### config.mk
export PLATFORM = sky130hd
export DESIGN_NAME = leg_target_speed_vector
export DESIGN_NICKNAME = d
export VERILOG_FILES = /design/src/hdl/ltsv_pkg.sv /design/src/hdl/ltsv_core.sv /design/src/hdl/leg_target_speed_vector.sv
export SDC_FILE = /design/constraint.sdc
export NUM_CORES = 2
export LEC_CHECK = 0
export CORE_AREA = 2 2 482 484
export DETAILED_ROUTE_END_ITERATION = 12
export DIE_AREA = 0 0 484 486
export DONT_BUFFER_PORTS = 1
export SYNTH_ARGS = -nofsm -noshare
export SYNTH_HDL_FRONTEND = slang
export SYNTH_HIERARCHICAL = 1
export SYNTH_SLANG_ARGS = --single-unit
### constraint.sdc
create_clock -name clk -period 9.2 [get_ports clk]
set_input_delay 0.46 -clock clk [delete_from_list [all_inputs] [get_ports clk]]
set_output_delay 0.46 -clock clk [all_outputs]
set_load 0.02 [all_outputs]
### src/hdl/ltsv_pkg.sv
// Shared types, widths and codes for the leg target speed vector block.
package ltsv_pkg;

  localparam int LEG_COUNT  = 4;
  localparam int LEG_W      = 2;
  localparam int AXES       = 3;
  localparam int AXIS_W     = 2;
  localparam int COORD_W    = 16;
  localparam int DELTA_W    = COORD_W + 1;
  localparam int MAG_W      = 16;
  localparam int SPEED_W    = 33;
  localparam int CFG_W      = 16;
  localparam int CFG_ADDR_W = 1;

  // Arithmetic widths of the sequenced datapath
  localparam int SUM_W  = 34;            // dx^2 + dy^2 + dz^2
  localparam int RAD_W  = SUM_W + 16;    // radicand, sum scaled by 2^16
  localparam int ROOT_W = RAD_W / 2;     // square root of the radicand
  localparam int REM_W  = ROOT_W + 1;    // root and divide remainder
  localparam int SUB_W  = REM_W + 1;     // shared subtractor operands
  localparam int P_W    = 32;            // base speed * speed multiplier
  localparam int PROD_W = MAG_W + P_W;   // shared multiplier product
  localparam int QUO_W  = 32;            // quotient bits per axis
  localparam int CNT_W  = 5;

  // Stream payload widths
  localparam int IN_DATA_W  = 96;
  localparam int IN_USER_W  = 5;
  localparam int OUT_DATA_W = 152;
  localparam int OUT_USER_W = 3;

  localparam logic [CFG_W-1:0] RESET_SPEED = 16'd256;

  // Configuration register indexes
  localparam logic [CFG_ADDR_W-1:0] CFG_BASE_SPEED = 1'd0;
  localparam logic [CFG_ADDR_W-1:0] CFG_SPEED_MULT = 1'd1;

  typedef logic signed [DELTA_W-1:0] delta_t;
  typedef logic signed [SPEED_W-1:0] speed_t;

  typedef enum logic [3:0] {
    ST_IDLE,
    ST_SQ_MUL,
    ST_SQ_ACC,
    ST_P_MUL,
    ST_ROOT_SETUP,
    ST_ROOT,
    ST_N_MUL,
    ST_DIV_SETUP,
    ST_DIV,
    ST_DONE
  } state_t;

  typedef struct packed {
    logic start;
    logic ack;
  } core_ctl_t;

  typedef struct packed {
    logic idle;
    logic done;
    logic zero_length;
  } core_sts_t;

endpackage

### src/hdl/ltsv_core.sv
// Sequenced datapath: squared length, square root and per-axis division.
module ltsv_core (
  input  logic                                   clk,
  input  logic                                   rst_n,
  input  ltsv_pkg::core_ctl_t                    ctl,
  input  ltsv_pkg::delta_t [ltsv_pkg::AXES-1:0]  delta,
  input  logic [ltsv_pkg::CFG_W-1:0]             base_speed,
  input  logic [ltsv_pkg::CFG_W-1:0]             speed_mult,
  output ltsv_pkg::core_sts_t                    sts,
  output ltsv_pkg::speed_t [ltsv_pkg::AXES-1:0]  speed
);

  localparam int LAST_AXIS = ltsv_pkg::AXES - 1;

  ltsv_pkg::state_t state_r, state_nxt;

  logic [ltsv_pkg::AXES-1:0][ltsv_pkg::MAG_W-1:0] mag_r, mag_nxt;
  logic [ltsv_pkg::AXES-1:0]                      neg_r, neg_nxt;
  logic [ltsv_pkg::AXIS_W-1:0]                    axis_r, axis_nxt;
  logic [ltsv_pkg::CNT_W-1:0]                     cnt_r, cnt_nxt;
  logic [ltsv_pkg::SUM_W-1:0]                     sum_r, sum_nxt;
  logic [ltsv_pkg::P_W-1:0]                       p_r, p_nxt;
  logic [ltsv_pkg::RAD_W-1:0]                     rad_r, rad_nxt;
  logic [ltsv_pkg::ROOT_W-1:0]                    root_r, root_nxt;
  logic [ltsv_pkg::REM_W-1:0]                     rem_r, rem_nxt;
  logic [ltsv_pkg::QUO_W-1:0]                     num_r, num_nxt;
  logic [ltsv_pkg::QUO_W-1:0]                     quo_r, quo_nxt;
  logic [ltsv_pkg::PROD_W-1:0]                    mul_r, mul_nxt;
  ltsv_pkg::speed_t [ltsv_pkg::AXES-1:0]          speed_r, speed_nxt;
  logic                                           zero_r, zero_nxt;

  logic [ltsv_pkg::MAG_W-1:0] mul_a;
  logic [ltsv_pkg::P_W-1:0]   mul_b;
  logic [ltsv_pkg::SUB_W-1:0] sub_a, sub_b;
  logic [ltsv_pkg::SUB_W:0]   diff;
  logic                       ge;
  logic [ltsv_pkg::QUO_W-1:0] quo_fin;
  logic [ltsv_pkg::MAG_W-1:0] mag_cur;

  assign mag_cur = mag_r[axis_r];

  // Shared multiplier
  always_comb begin
    case (state_r)
      ltsv_pkg::ST_SQ_MUL: begin
        mul_a = mag_cur;
        mul_b = {{(ltsv_pkg::P_W-ltsv_pkg::MAG_W){1'b0}}, mag_cur};
      end
      ltsv_pkg::ST_P_MUL: begin
        mul_a = base_speed;
        mul_b = {{(ltsv_pkg::P_W-ltsv_pkg::CFG_W){1'b0}}, speed_mult};
      end
      ltsv_pkg::ST_N_MUL: begin
        mul_a = mag_cur;
        mul_b = p_r;
      end
      default: begin
        mul_a = '0;
        mul_b = '0;
      end
    endcase
    mul_nxt = ltsv_pkg::PROD_W'(mul_a) * ltsv_pkg::PROD_W'(mul_b);
  end

  // Shared trial subtractor for root and divide steps
  always_comb begin
    case (state_r)
      ltsv_pkg::ST_ROOT: begin
        sub_a = {rem_r[ltsv_pkg::REM_W-2:0], rad_r[ltsv_pkg::RAD_W-1 -: 2]};
        sub_b = {1'b0, root_r[ltsv_pkg::ROOT_W-2:0], 2'b01};
      end
      ltsv_pkg::ST_DIV: begin
        sub_a = {1'b0, rem_r[ltsv_pkg::REM_W-2:0], num_r[ltsv_pkg::QUO_W-1]};
        sub_b = {2'b00, root_r};
      end
      default: begin
        sub_a = '0;
        sub_b = '0;
      end
    endcase
    diff = {1'b0, sub_a} - {1'b0, sub_b};
    ge   = ~diff[ltsv_pkg::SUB_W];
  end

  assign quo_fin = {quo_r[ltsv_pkg::QUO_W-2:0], ge};

  always_comb begin
    state_nxt = state_r;
    mag_nxt   = mag_r;
    neg_nxt   = neg_r;
    axis_nxt  = axis_r;
    cnt_nxt   = cnt_r;
    sum_nxt   = sum_r;
    p_nxt     = p_r;
    rad_nxt   = rad_r;
    root_nxt  = root_r;
    rem_nxt   = rem_r;
    num_nxt   = num_r;
    quo_nxt   = quo_r;
    speed_nxt = speed_r;
    zero_nxt  = zero_r;
    case (state_r)
      ltsv_pkg::ST_IDLE: begin
        if (ctl.start) begin
          for (int a = 0; a < ltsv_pkg::AXES; a++) begin
            neg_nxt[a] = delta[a][ltsv_pkg::DELTA_W-1];
            mag_nxt[a] = ltsv_pkg::MAG_W'((delta[a] ^ {ltsv_pkg::DELTA_W{neg_nxt[a]}})
                         + ltsv_pkg::DELTA_W'(neg_nxt[a]));
          end
          sum_nxt   = '0;
          axis_nxt  = '0;
          zero_nxt  = 1'b0;
          state_nxt = ltsv_pkg::ST_SQ_MUL;
        end
      end
      ltsv_pkg::ST_SQ_MUL: begin
        state_nxt = ltsv_pkg::ST_SQ_ACC;
      end
      ltsv_pkg::ST_SQ_ACC: begin
        sum_nxt = sum_r + ltsv_pkg::SUM_W'(mul_r[2*ltsv_pkg::MAG_W-1:0]);
        if (axis_r == ltsv_pkg::AXIS_W'(LAST_AXIS)) begin
          axis_nxt  = '0;
          state_nxt = ltsv_pkg::ST_P_MUL;
        end else begin
          axis_nxt  = axis_r + 1'b1;
          state_nxt = ltsv_pkg::ST_SQ_MUL;
        end
      end
      ltsv_pkg::ST_P_MUL: begin
        state_nxt = ltsv_pkg::ST_ROOT_SETUP;
      end
      ltsv_pkg::ST_ROOT_SETUP: begin
        p_nxt = mul_r[ltsv_pkg::P_W-1:0];
        if (sum_r == '0) begin
          // all deltas zero: flag it and report zero speeds
          zero_nxt  = 1'b1;
          speed_nxt = '0;
          state_nxt = ltsv_pkg::ST_DONE;
        end else begin
          rad_nxt   = {sum_r, 16'd0};
          rem_nxt   = '0;
          root_nxt  = '0;
          cnt_nxt   = ltsv_pkg::CNT_W'(ltsv_pkg::ROOT_W - 1);
          state_nxt = ltsv_pkg::ST_ROOT;
        end
      end
      ltsv_pkg::ST_ROOT: begin
        // one root bit per cycle, two radicand bits consumed
        root_nxt = {root_r[ltsv_pkg::ROOT_W-2:0], ge};
        rem_nxt  = ge ? diff[ltsv_pkg::REM_W-1:0] : sub_a[ltsv_pkg::REM_W-1:0];
        rad_nxt  = rad_r << 2;
        if (cnt_r == '0) begin
          state_nxt = ltsv_pkg::ST_N_MUL;
        end else begin
          cnt_nxt = cnt_r - 1'b1;
        end
      end
      ltsv_pkg::ST_N_MUL: begin
        state_nxt = ltsv_pkg::ST_DIV_SETUP;
      end
      ltsv_pkg::ST_DIV_SETUP: begin
        // numerator is product << 8; its top bits are already below the root
        rem_nxt   = ltsv_pkg::REM_W'(mul_r[ltsv_pkg::PROD_W-1:ltsv_pkg::QUO_W-8]);
        num_nxt   = {mul_r[ltsv_pkg::QUO_W-9:0], 8'd0};
        quo_nxt   = '0;
        cnt_nxt   = ltsv_pkg::CNT_W'(ltsv_pkg::QUO_W - 1);
        state_nxt = ltsv_pkg::ST_DIV;
      end
      ltsv_pkg::ST_DIV: begin
        quo_nxt = quo_fin;
        rem_nxt = ge ? diff[ltsv_pkg::REM_W-1:0] : sub_a[ltsv_pkg::REM_W-1:0];
        num_nxt = num_r << 1;
        if (cnt_r == '0) begin
          speed_nxt[axis_r] = neg_r[axis_r] ? -ltsv_pkg::speed_t'({1'b0, quo_fin})
                                            :  ltsv_pkg::speed_t'({1'b0, quo_fin});
          if (axis_r == ltsv_pkg::AXIS_W'(LAST_AXIS)) begin
            state_nxt = ltsv_pkg::ST_DONE;
          end else begin
            axis_nxt  = axis_r + 1'b1;
            state_nxt = ltsv_pkg::ST_N_MUL;
          end
        end else begin
          cnt_nxt = cnt_r - 1'b1;
        end
      end
      ltsv_pkg::ST_DONE: begin
        if (ctl.ack) begin
          state_nxt = ltsv_pkg::ST_IDLE;
        end
      end
      default: begin
        state_nxt = ltsv_pkg::ST_IDLE;
      end
    endcase
  end

  always_ff @(posedge clk) begin
    if (!rst_n) begin
      state_r <= ltsv_pkg::ST_IDLE;
    end else begin
      state_r <= state_nxt;
    end
  end

  always_ff @(posedge clk) begin
    mag_r   <= mag_nxt;
    neg_r   <= neg_nxt;
    axis_r  <= axis_nxt;
    cnt_r   <= cnt_nxt;
    sum_r   <= sum_nxt;
    p_r     <= p_nxt;
    rad_r   <= rad_nxt;
    root_r  <= root_nxt;
    rem_r   <= rem_nxt;
    num_r   <= num_nxt;
    quo_r   <= quo_nxt;
    mul_r   <= mul_nxt;
    speed_r <= speed_nxt;
    zero_r  <= zero_nxt;
  end

  assign sts.idle        = (state_r == ltsv_pkg::ST_IDLE);
  assign sts.done        = (state_r == ltsv_pkg::ST_DONE);
  assign sts.zero_length = zero_r;
  assign speed           = speed_r;

endmodule

### src/hdl/leg_target_speed_vector.sv
// Leg target speed vector: stream ports, configuration, target store and result register.
//
// The input stream carries one beat per leg command: the new target and the
// leg's current position in in_tdata, the leg index and per-axis keep flags
// in in_tuser. For each beat one result beat leaves on the output stream with
// the per-axis speeds, the stored targets after the update, the leg index and
// a zero-length flag. Speeds are the axis deltas scaled by the base speed
// times the speed multiplier over the delta vector's length.
// From acceptance to out_tvalid an item passes through three squarings on
// the shared multiplier, the bit-serial square root and the restoring divider
// per axis, which share one trial subtractor; when all deltas are zero the
// root and divide steps are skipped. in_tready is high only while the
// sequencer is idle, so one item is in work at a time and a new beat is
// taken only once the previous item has left the sequencer.
// The result sits in an output register; when the receiver stalls the next
// item may still be accepted and worked on, and its result holds in the
// sequencer until the register frees. Reset (rst_n low, synchronous) clears
// the stored targets, empties the output and sets both speed registers to
// 1.0 (256). Write cfg registers only while the block is idle.
module leg_target_speed_vector (
  input  logic                               clk,
  input  logic                               rst_n,
  input  logic                               cfg_we,
  input  logic [ltsv_pkg::CFG_ADDR_W-1:0]    cfg_addr,
  input  logic [ltsv_pkg::CFG_W-1:0]         cfg_wdata,
  input  logic                               in_tvalid,
  output logic                               in_tready,
  // target_x, target_y, target_z, now_x, now_y, now_z
  input  logic [ltsv_pkg::IN_DATA_W-1:0]     in_tdata,
  // leg, keep_x, keep_y, keep_z
  input  logic [ltsv_pkg::IN_USER_W-1:0]     in_tuser,
  output logic                               out_tvalid,
  input  logic                               out_tready,
  // speed_x, speed_y, speed_z, expect_x, expect_y, expect_z, zero padding
  output logic [ltsv_pkg::OUT_DATA_W-1:0]    out_tdata,
  // out_leg, zero_length
  output logic [ltsv_pkg::OUT_USER_W-1:0]    out_tuser
);

  localparam int CW = ltsv_pkg::COORD_W;

  logic [ltsv_pkg::CFG_W-1:0] base_speed_r, speed_mult_r;
  logic [CW-1:0]              site_r [ltsv_pkg::LEG_COUNT][ltsv_pkg::AXES];

  logic [ltsv_pkg::LEG_W-1:0]                in_leg;
  logic [ltsv_pkg::AXES-1:0]                 in_keep;
  logic [ltsv_pkg::AXES-1:0][CW-1:0]         in_tgt, in_now, expect_val;
  ltsv_pkg::delta_t [ltsv_pkg::AXES-1:0]     delta;
  logic                                      leg_ok;
  logic                                      accept;

  logic [ltsv_pkg::LEG_W-1:0]                item_leg_r;
  logic [ltsv_pkg::AXES-1:0][CW-1:0]         item_expect_r;

  logic                                      out_tvalid_r;
  logic [ltsv_pkg::LEG_W-1:0]                out_leg_r;
  logic [ltsv_pkg::AXES-1:0][CW-1:0]         out_expect_r;
  ltsv_pkg::speed_t [ltsv_pkg::AXES-1:0]     out_speed_r;
  logic                                      out_zero_r;

  ltsv_pkg::core_ctl_t                       ctl;
  ltsv_pkg::core_sts_t                       sts;
  ltsv_pkg::speed_t [ltsv_pkg::AXES-1:0]     core_speed;
  logic                                      load_out;

  assign in_leg  = in_tuser[ltsv_pkg::LEG_W-1:0];
  assign in_keep = in_tuser[ltsv_pkg::LEG_W +: ltsv_pkg::AXES];
  assign leg_ok  = (32'(in_leg) < ltsv_pkg::LEG_COUNT);

  always_comb begin
    for (int a = 0; a < ltsv_pkg::AXES; a++) begin
      in_tgt[a] = in_tdata[a*CW +: CW];
      in_now[a] = in_tdata[(ltsv_pkg::AXES + a)*CW +: CW];
      if (in_keep[a]) begin
        delta[a]      = '0;
        expect_val[a] = leg_ok ? site_r[in_leg][a] : '0;
      end else begin
        delta[a]      = ltsv_pkg::delta_t'({in_tgt[a][CW-1], in_tgt[a]})
                      - ltsv_pkg::delta_t'({in_now[a][CW-1], in_now[a]});
        expect_val[a] = in_tgt[a];
      end
    end
  end

  assign in_tready = sts.idle;
  assign accept    = in_tvalid & in_tready;
  assign load_out  = sts.done & ctl.ack;
  assign ctl.start = accept;
  assign ctl.ack   = ~out_tvalid_r | out_tready;

  ltsv_core u_core (
    .clk        (clk),
    .rst_n      (rst_n),
    .ctl        (ctl),
    .delta      (delta),
    .base_speed (base_speed_r),
    .speed_mult (speed_mult_r),
    .sts        (sts),
    .speed      (core_speed)
  );

  always_ff @(posedge clk) begin
    if (!rst_n) begin
      base_speed_r <= ltsv_pkg::RESET_SPEED;
      speed_mult_r <= ltsv_pkg::RESET_SPEED;
    end else if (cfg_we) begin
      case (cfg_addr)
        ltsv_pkg::CFG_BASE_SPEED: base_speed_r <= cfg_wdata;
        ltsv_pkg::CFG_SPEED_MULT: speed_mult_r <= cfg_wdata;
        default: ;
      endcase
    end
  end

  // Write the updated targets as soon as the beat is taken
  always_ff @(posedge clk) begin
    if (!rst_n) begin
      for (int l = 0; l < ltsv_pkg::LEG_COUNT; l++) begin
        for (int a = 0; a < ltsv_pkg::AXES; a++) begin
          site_r[l][a] <= '0;
        end
      end
    end else if (accept && leg_ok) begin
      for (int a = 0; a < ltsv_pkg::AXES; a++) begin
        site_r[in_leg][a] <= expect_val[a];
      end
    end
  end

  always_ff @(posedge clk) begin
    if (accept) begin
      item_leg_r    <= in_leg;
      item_expect_r <= expect_val;
    end
  end

  always_ff @(posedge clk) begin
    if (!rst_n) begin
      out_tvalid_r <= 1'b0;
    end else if (load_out) begin
      out_tvalid_r <= 1'b1;
    end else if (out_tready) begin
      out_tvalid_r <= 1'b0;
    end
  end

  always_ff @(posedge clk) begin
    if (load_out) begin
      out_leg_r    <= item_leg_r;
      out_expect_r <= item_expect_r;
      out_speed_r  <= core_speed;
      out_zero_r   <= sts.zero_length;
    end
  end

  assign out_tvalid = out_tvalid_r;
  assign out_tdata  = {5'd0, out_expect_r, out_speed_r};
  assign out_tuser  = {out_zero_r, out_leg_r};

endmodule
-- After elaboration in Yosys (flattened, before gate mapping)
Memories as Yosys holds them, arrays and structs flattened.
Index checks and enable logic that the tools add are counted.
- bits of input ports: 123
- bits in writable memories: 192
- register bits after elaboration: 672
- memories: 1
- word-level logic and storage cells: 162
- multiplexer cells: 60
- $add $sub $neg: 11
- eq/ne operators: 18
- order comparisons: 2
- bitwise gates (word level): 9
- reduce and logical (&&, ||, !) cells: 26
- $mul: 1
- memories (name ; words ; width ; rd ports ; clocked after Yosys merged registers in ; write ports ; RTL line ; RTL):
    site_r ; 4 ; 48 ; 1 ; 0 ; 4 ; leg_target_speed_vector.sv:43 ; logic [CW-1:0] site_r [ltsv_pkg::LEG_COUNT][ltsv_pkg::AXES];
- operators by type and width (operator ; number):
    $mux 99 ; 2
    $pmux 99 s2 ; 1
    $pmux 50 s2 ; 1
    $bwmux 99 ; 1
    $pmux 32 s3 ; 1
    $mux 25 ; 3
    $pmux 25 s3 ; 1
    $pmux 34 s2 ; 1
    $demux 33 s2 ; 1
    $mux 33 ; 2
    $mux 16 ; 4
    $pmux 32 s2 ; 1
    $pmux 31 s2 ; 1
    $pmux 27 s2 ; 1
    $pmux 26 s2 ; 1
    $mux 17 ; 3
    $sub 16x16->17 ; 3
    $mux 50 ; 1
    $pmux 25 s2 ; 1
    $add 16x1->16 ; 3
    $mul 16x32->48 ; 1
    $mux 48 ; 1
    $reduce_or 48->1 ; 1
    $xor 16x16->16 ; 3
    other kinds (39) ; 88

-- Logic depth before layout (Yosys ltp)
- word-level depth: 9
- gate-level depth with buffers: 30
- mapped depth without buffers: 28

-- Hierarchy
The synthesis kept the hierarchy.
- by module, submodules not included (module ; times used ; area an instance (sq um) ; cells each):
    ltsv_core ; 1 ; 37881.3 ; 3993
    leg_target_speed_vector ; 1 ; 19323.5 ; 1369

-- Worst setup path before layout
Ideal clock, no wire load.
- path kind: flip-flop to flip-flop
- start point: reg u_core.state_r[2]
- end point: reg u_core/mul_r[41] (netlist name)
- path slack: 1.717 ns
- stages on the path, launching flop included: 28
- arrival time: 7.363 ns
- buffers on the path: 4
- library setup time: 0.119 ns
- path through: dfxtp_1 > clkbuf_1 > or2_2 > clkbuf_1 > o22ai_1 > clkbuf_1 > a22o_1 > clkbuf_1 > nand2_1 > fa_1 > fa_1 > fa_1 > inv_1 > fa_1 > fa_1 > inv_1 > fa_1 > inv_1 > ha_1 > a21o_1 > a211o_1 > or3_1 > a221oi_2 > nor2_1 > a311oi_1 > o21a_1 > o21ai_1 > xnor2_1
- word-level cells in the longest chain between the ends: 4
- elaborated cells between the ends (all ways): 7
- ends and longest elaborated chain (element ; RTL line ; RTL):
    from (decl) ; ltsv_core.sv:15 ; ltsv_pkg::state_t state_r, state_nxt;
    from (signal assigned) ; ltsv_core.sv:199 ; state_r <= ltsv_pkg::ST_IDLE;
    from (signal assigned) ; ltsv_core.sv:201 ; state_r <= state_nxt;
    $eq 4x1->1 / $eq 4x3->1 (equally long branches) ; ltsv_core.sv:44 ; case (state_r)
    $reduce_or 2->1 (no source line) ; n/a ;
    $pmux 16 s2 ; ltsv_core.sv:44 ;
    $mul 16x32->48 * ; ltsv_core.sv:62 ; mul_nxt = ltsv_pkg::PROD_W'(mul_a) * ltsv_pkg::PROD_W'(mul_b);
    named net u_core.mul_nxt (one bit) ; ltsv_core.sv:28 ; logic [ltsv_pkg::PROD_W-1:0] mul_r, mul_nxt;
    to (signal assigned) ; ltsv_core.sv:217 ; mul_r <= mul_nxt;
    to (decl) ; ltsv_core.sv:28 ;
Mark *: on every way through the listed nets, which the timed path passes. The rest lies on a longest branch.
A chain may end at the register's enable or synchronous reset.

-- Final worst setup path
- start point: reg u_core.state_r[3]
- end point: reg u_core/mul_r[43] (netlist name)
Same word-level chain as after synthesis.

==> run metrics <==
GP Congestion=0.936; Worst EP arrival=9400 ps; Worst setup SP type=flip-flop; R2R Setup Slk=430 ps; dpl ws=389 ps; switching power=4.29 mW; GRT Total Usage=14.1%; DP Area=60600 sq um; peak fanout along the critical path=15; fin worst setup slack=433 ps; GRT Max-Usage Layer=met2; R2R cell count=25; Ports=280; worst setup path endpoint=u_core/mul_r[43]; Max-Cap Viols=0; Synth-to-Final Area Change=13.3%; clock buffer depth=3; RSZ-0062 raised after global routing=false; DRT antenna net count=0; final max-slew violation count=0; Root Driver=clkbuf_16; HP Start=in_tuser[2]; Critical R2R Capture=u_core/mul_r[43]; clock slew at reported path FFs=60 ps; Port Buffer Count=0; internal cell power=7.83 mW; core footprint=229000 sq um; Syn Std Cell Area=57200 sq um; post-DP HPWL=123000 um; largest cells by area after synthesis=edfxtp_1, fa_1, ha_1; Initial DRT Pass Iterations=5; CTS tree=done; VDD IR-drop max=0.000169 V; crit-path max cell delay=630 ps; CP Capture Type=flip-flop; post-synth cell types=99; Comb power frac=29.0%; initial antenna violation count=7; Top cell by count, worst path=fa_1; Yosys top cell area share=39.6%; Async SR Flop Fraction=0%; CTS Buf Count=92; DRC=0; skew final=57.9 ps; vias per inst=4.66; initial drt markers=3257; status=finished, final reports clean; LEAKAGE=25.0 nW; # setup viols final=0; measured slew at the worst slew-check pin=1130 ps; relative slew slack=24.6%; number of synthesized flops with an enable pin=755; detailed-route via count=39600; reg2reg start=u_core/state_r[3]; first-pass GRT wire length=255000 um; WP buf/inv=4; die extent in y=486 um; Setup TNS=0 ps; Worst EP required=9840 ps; Worst Hold Class=in2reg; Mapped Cells=5362; vias in the first global route=40500; Post-Layout Inst Area=64800 sq um; final-stage net count=6159; synthesized flop and latch total=840; final WL=169000 um; final cycle utilization of the critical path=95.3%; WP depth=25; dominant synthesized flop cell=edfxtp_1; final hold violation count=0; average wire per standard cell=19.9 um; PwrDens=187 nW/um^2; GR Layer Usage met3=3.05%; Initial Util=24.9%; fin crit period=8770 ps; grt met1 use=18.5%; fillcell total=23800; Overflow after GRT=0; f_max=114 MHz; kind of critical path=reg2reg; start point of the critical path=u_core/state_r[3]; area leader, netlist=edfxtp_1; Die W=484 um; Skew-Pair Late Insertion Delay=740 ps; Seq/Total Area, Yosys=42.6%; share of layout cells above drive strength 1=6.81%; cell at the slowest stage of the critical path=dfxtp_1; total number of yosys warnings=6; sequential share of power=39.6%; Sinks on Clock Net=840; Sw Share=35.4%; Crit path max-delay family=adder cells; clock share of power=31.4%; largest net degree at the start of global routing=72; H-tree levels=3; postcts setup bufs=0; row count=176; Die Area=235000 sq um; M2 GR Usage=23.0%; Mapped Avg Cell Area=10.7 sq um
## metrics by stage
step           hold WS, ps  power (mW)  util, %  instances
2_1_floorplan          400        7.08        -       5366
3_3_place_gp           402        8.27     26.4       8193
3_5_place_dp           406        8.31     26.4       8193
4_1_cts               13.0        12.3     28.2       8476
5_1_grt               50.5        12.7     28.2       8477
6_report              73.7        12.1     28.3       8479
## cells by family after synthesis
logic type,Yosys count,share of synthesized area (%)
muxes,149,4.99
AOI/OAI and AO/OA,827,9.74
adders and majority gates,662,20.0
DFF,840,42.6
and+or+nand+nor,1818,13.5
xor gates and xnor gates,200,3.18
other,1,0.00656
buffers and inverters,865,5.94
## cell type report
type                    instances  area, sq um  area share, %
well taps                    3026         3790           5.84
clock inverters                68          701           1.08
repair buffers                183         1720           2.66
inverters                     596         2240           3.45
diodes                          3         7.51         0.0116
flip-flops and latches        840        24400           37.6
multi-input cells            3661        29600           45.7
clock buffers                 102         2370           3.66
## routing by layer
layer / vias up / wire [um]
li1: 18200 / -
met1: 19800 / 73000
met2: 1289 / 78500
met3: 223 / 11900
met4: 6 / 5290
met5: - / 44
## how the worst min path moves through the flow
stage,slack (ps),to,depth (start not counted)
2_1_floorplan,400,out_leg_r[0],0
3_3_place_gp,400,out_leg_r[1],0
3_5_place_dp,410,out_tdata[110],0
4_1_cts,10,u_core/mag_r[19],2
5_1_grt,50,item_expect_r[0],2
6_report,70,item_expect_r[0],2
## registers in the layout, indices dropped and copies added, names as in the netlist, 34 cells and up
register       flops
site_r           192
item_expect_r     48
u_core/rad_r      34
u_core/mag_r      48
u_core/speed      99
out_tdata        147
u_core/mul_r      48
u_core/sum_r      34
## power groups by stage
stage / clock (mW) / sequential (mW) / combinational (mW)
6_report: 3.80 / 4.80 / 3.52
4_1_cts: 3.92 / 4.81 / 3.52
3_5_place_dp: 0 / 4.88 / 3.43
2_1_floorplan: 0 / 4.75 / 2.33
3_3_place_gp: 0 / 4.88 / 3.39
5_1_grt: 4.05 / 4.83 / 3.84
## what timing repair did
item                                    in CTS  in global routing
gates resized for setup                      0                  1
endpoints found under the setup margin       0                  2
hold endpoints to repair                   275                  0
hold buffers                               113                  0
## cell usage in the layout (no fill, tap or decap), types with 92 or more instances in the layout
cell / n
fa_1: 423
nor2_1: 677
a211oi_1: 111
o21ai_0: 123
inv_1: 594
xnor2_1: 119
ha_1: 236
nand2_1: 750
clkbuf_16: 92
and2_1: 98
a21oi_1: 216
dlygate4sd3_1: 110
edfxtp_1: 755
## synth_stat cells, types with 100 or more instances
| cell type | n |
|---|---|
| a211oi_1 | 111 |
| a21oi_1 | 217 |
| and2_1 | 100 |
| clkbuf_1 | 212 |
| edfxtp_1 | 755 |
| fa_1 | 423 |
| ha_1 | 239 |
| inv_1 | 594 |
| nand2_1 | 759 |
| nor2_1 | 681 |
| o21ai_0 | 123 |
| xnor2_1 | 119 |
Note: power is estimated with default switching activity, not from simulation.
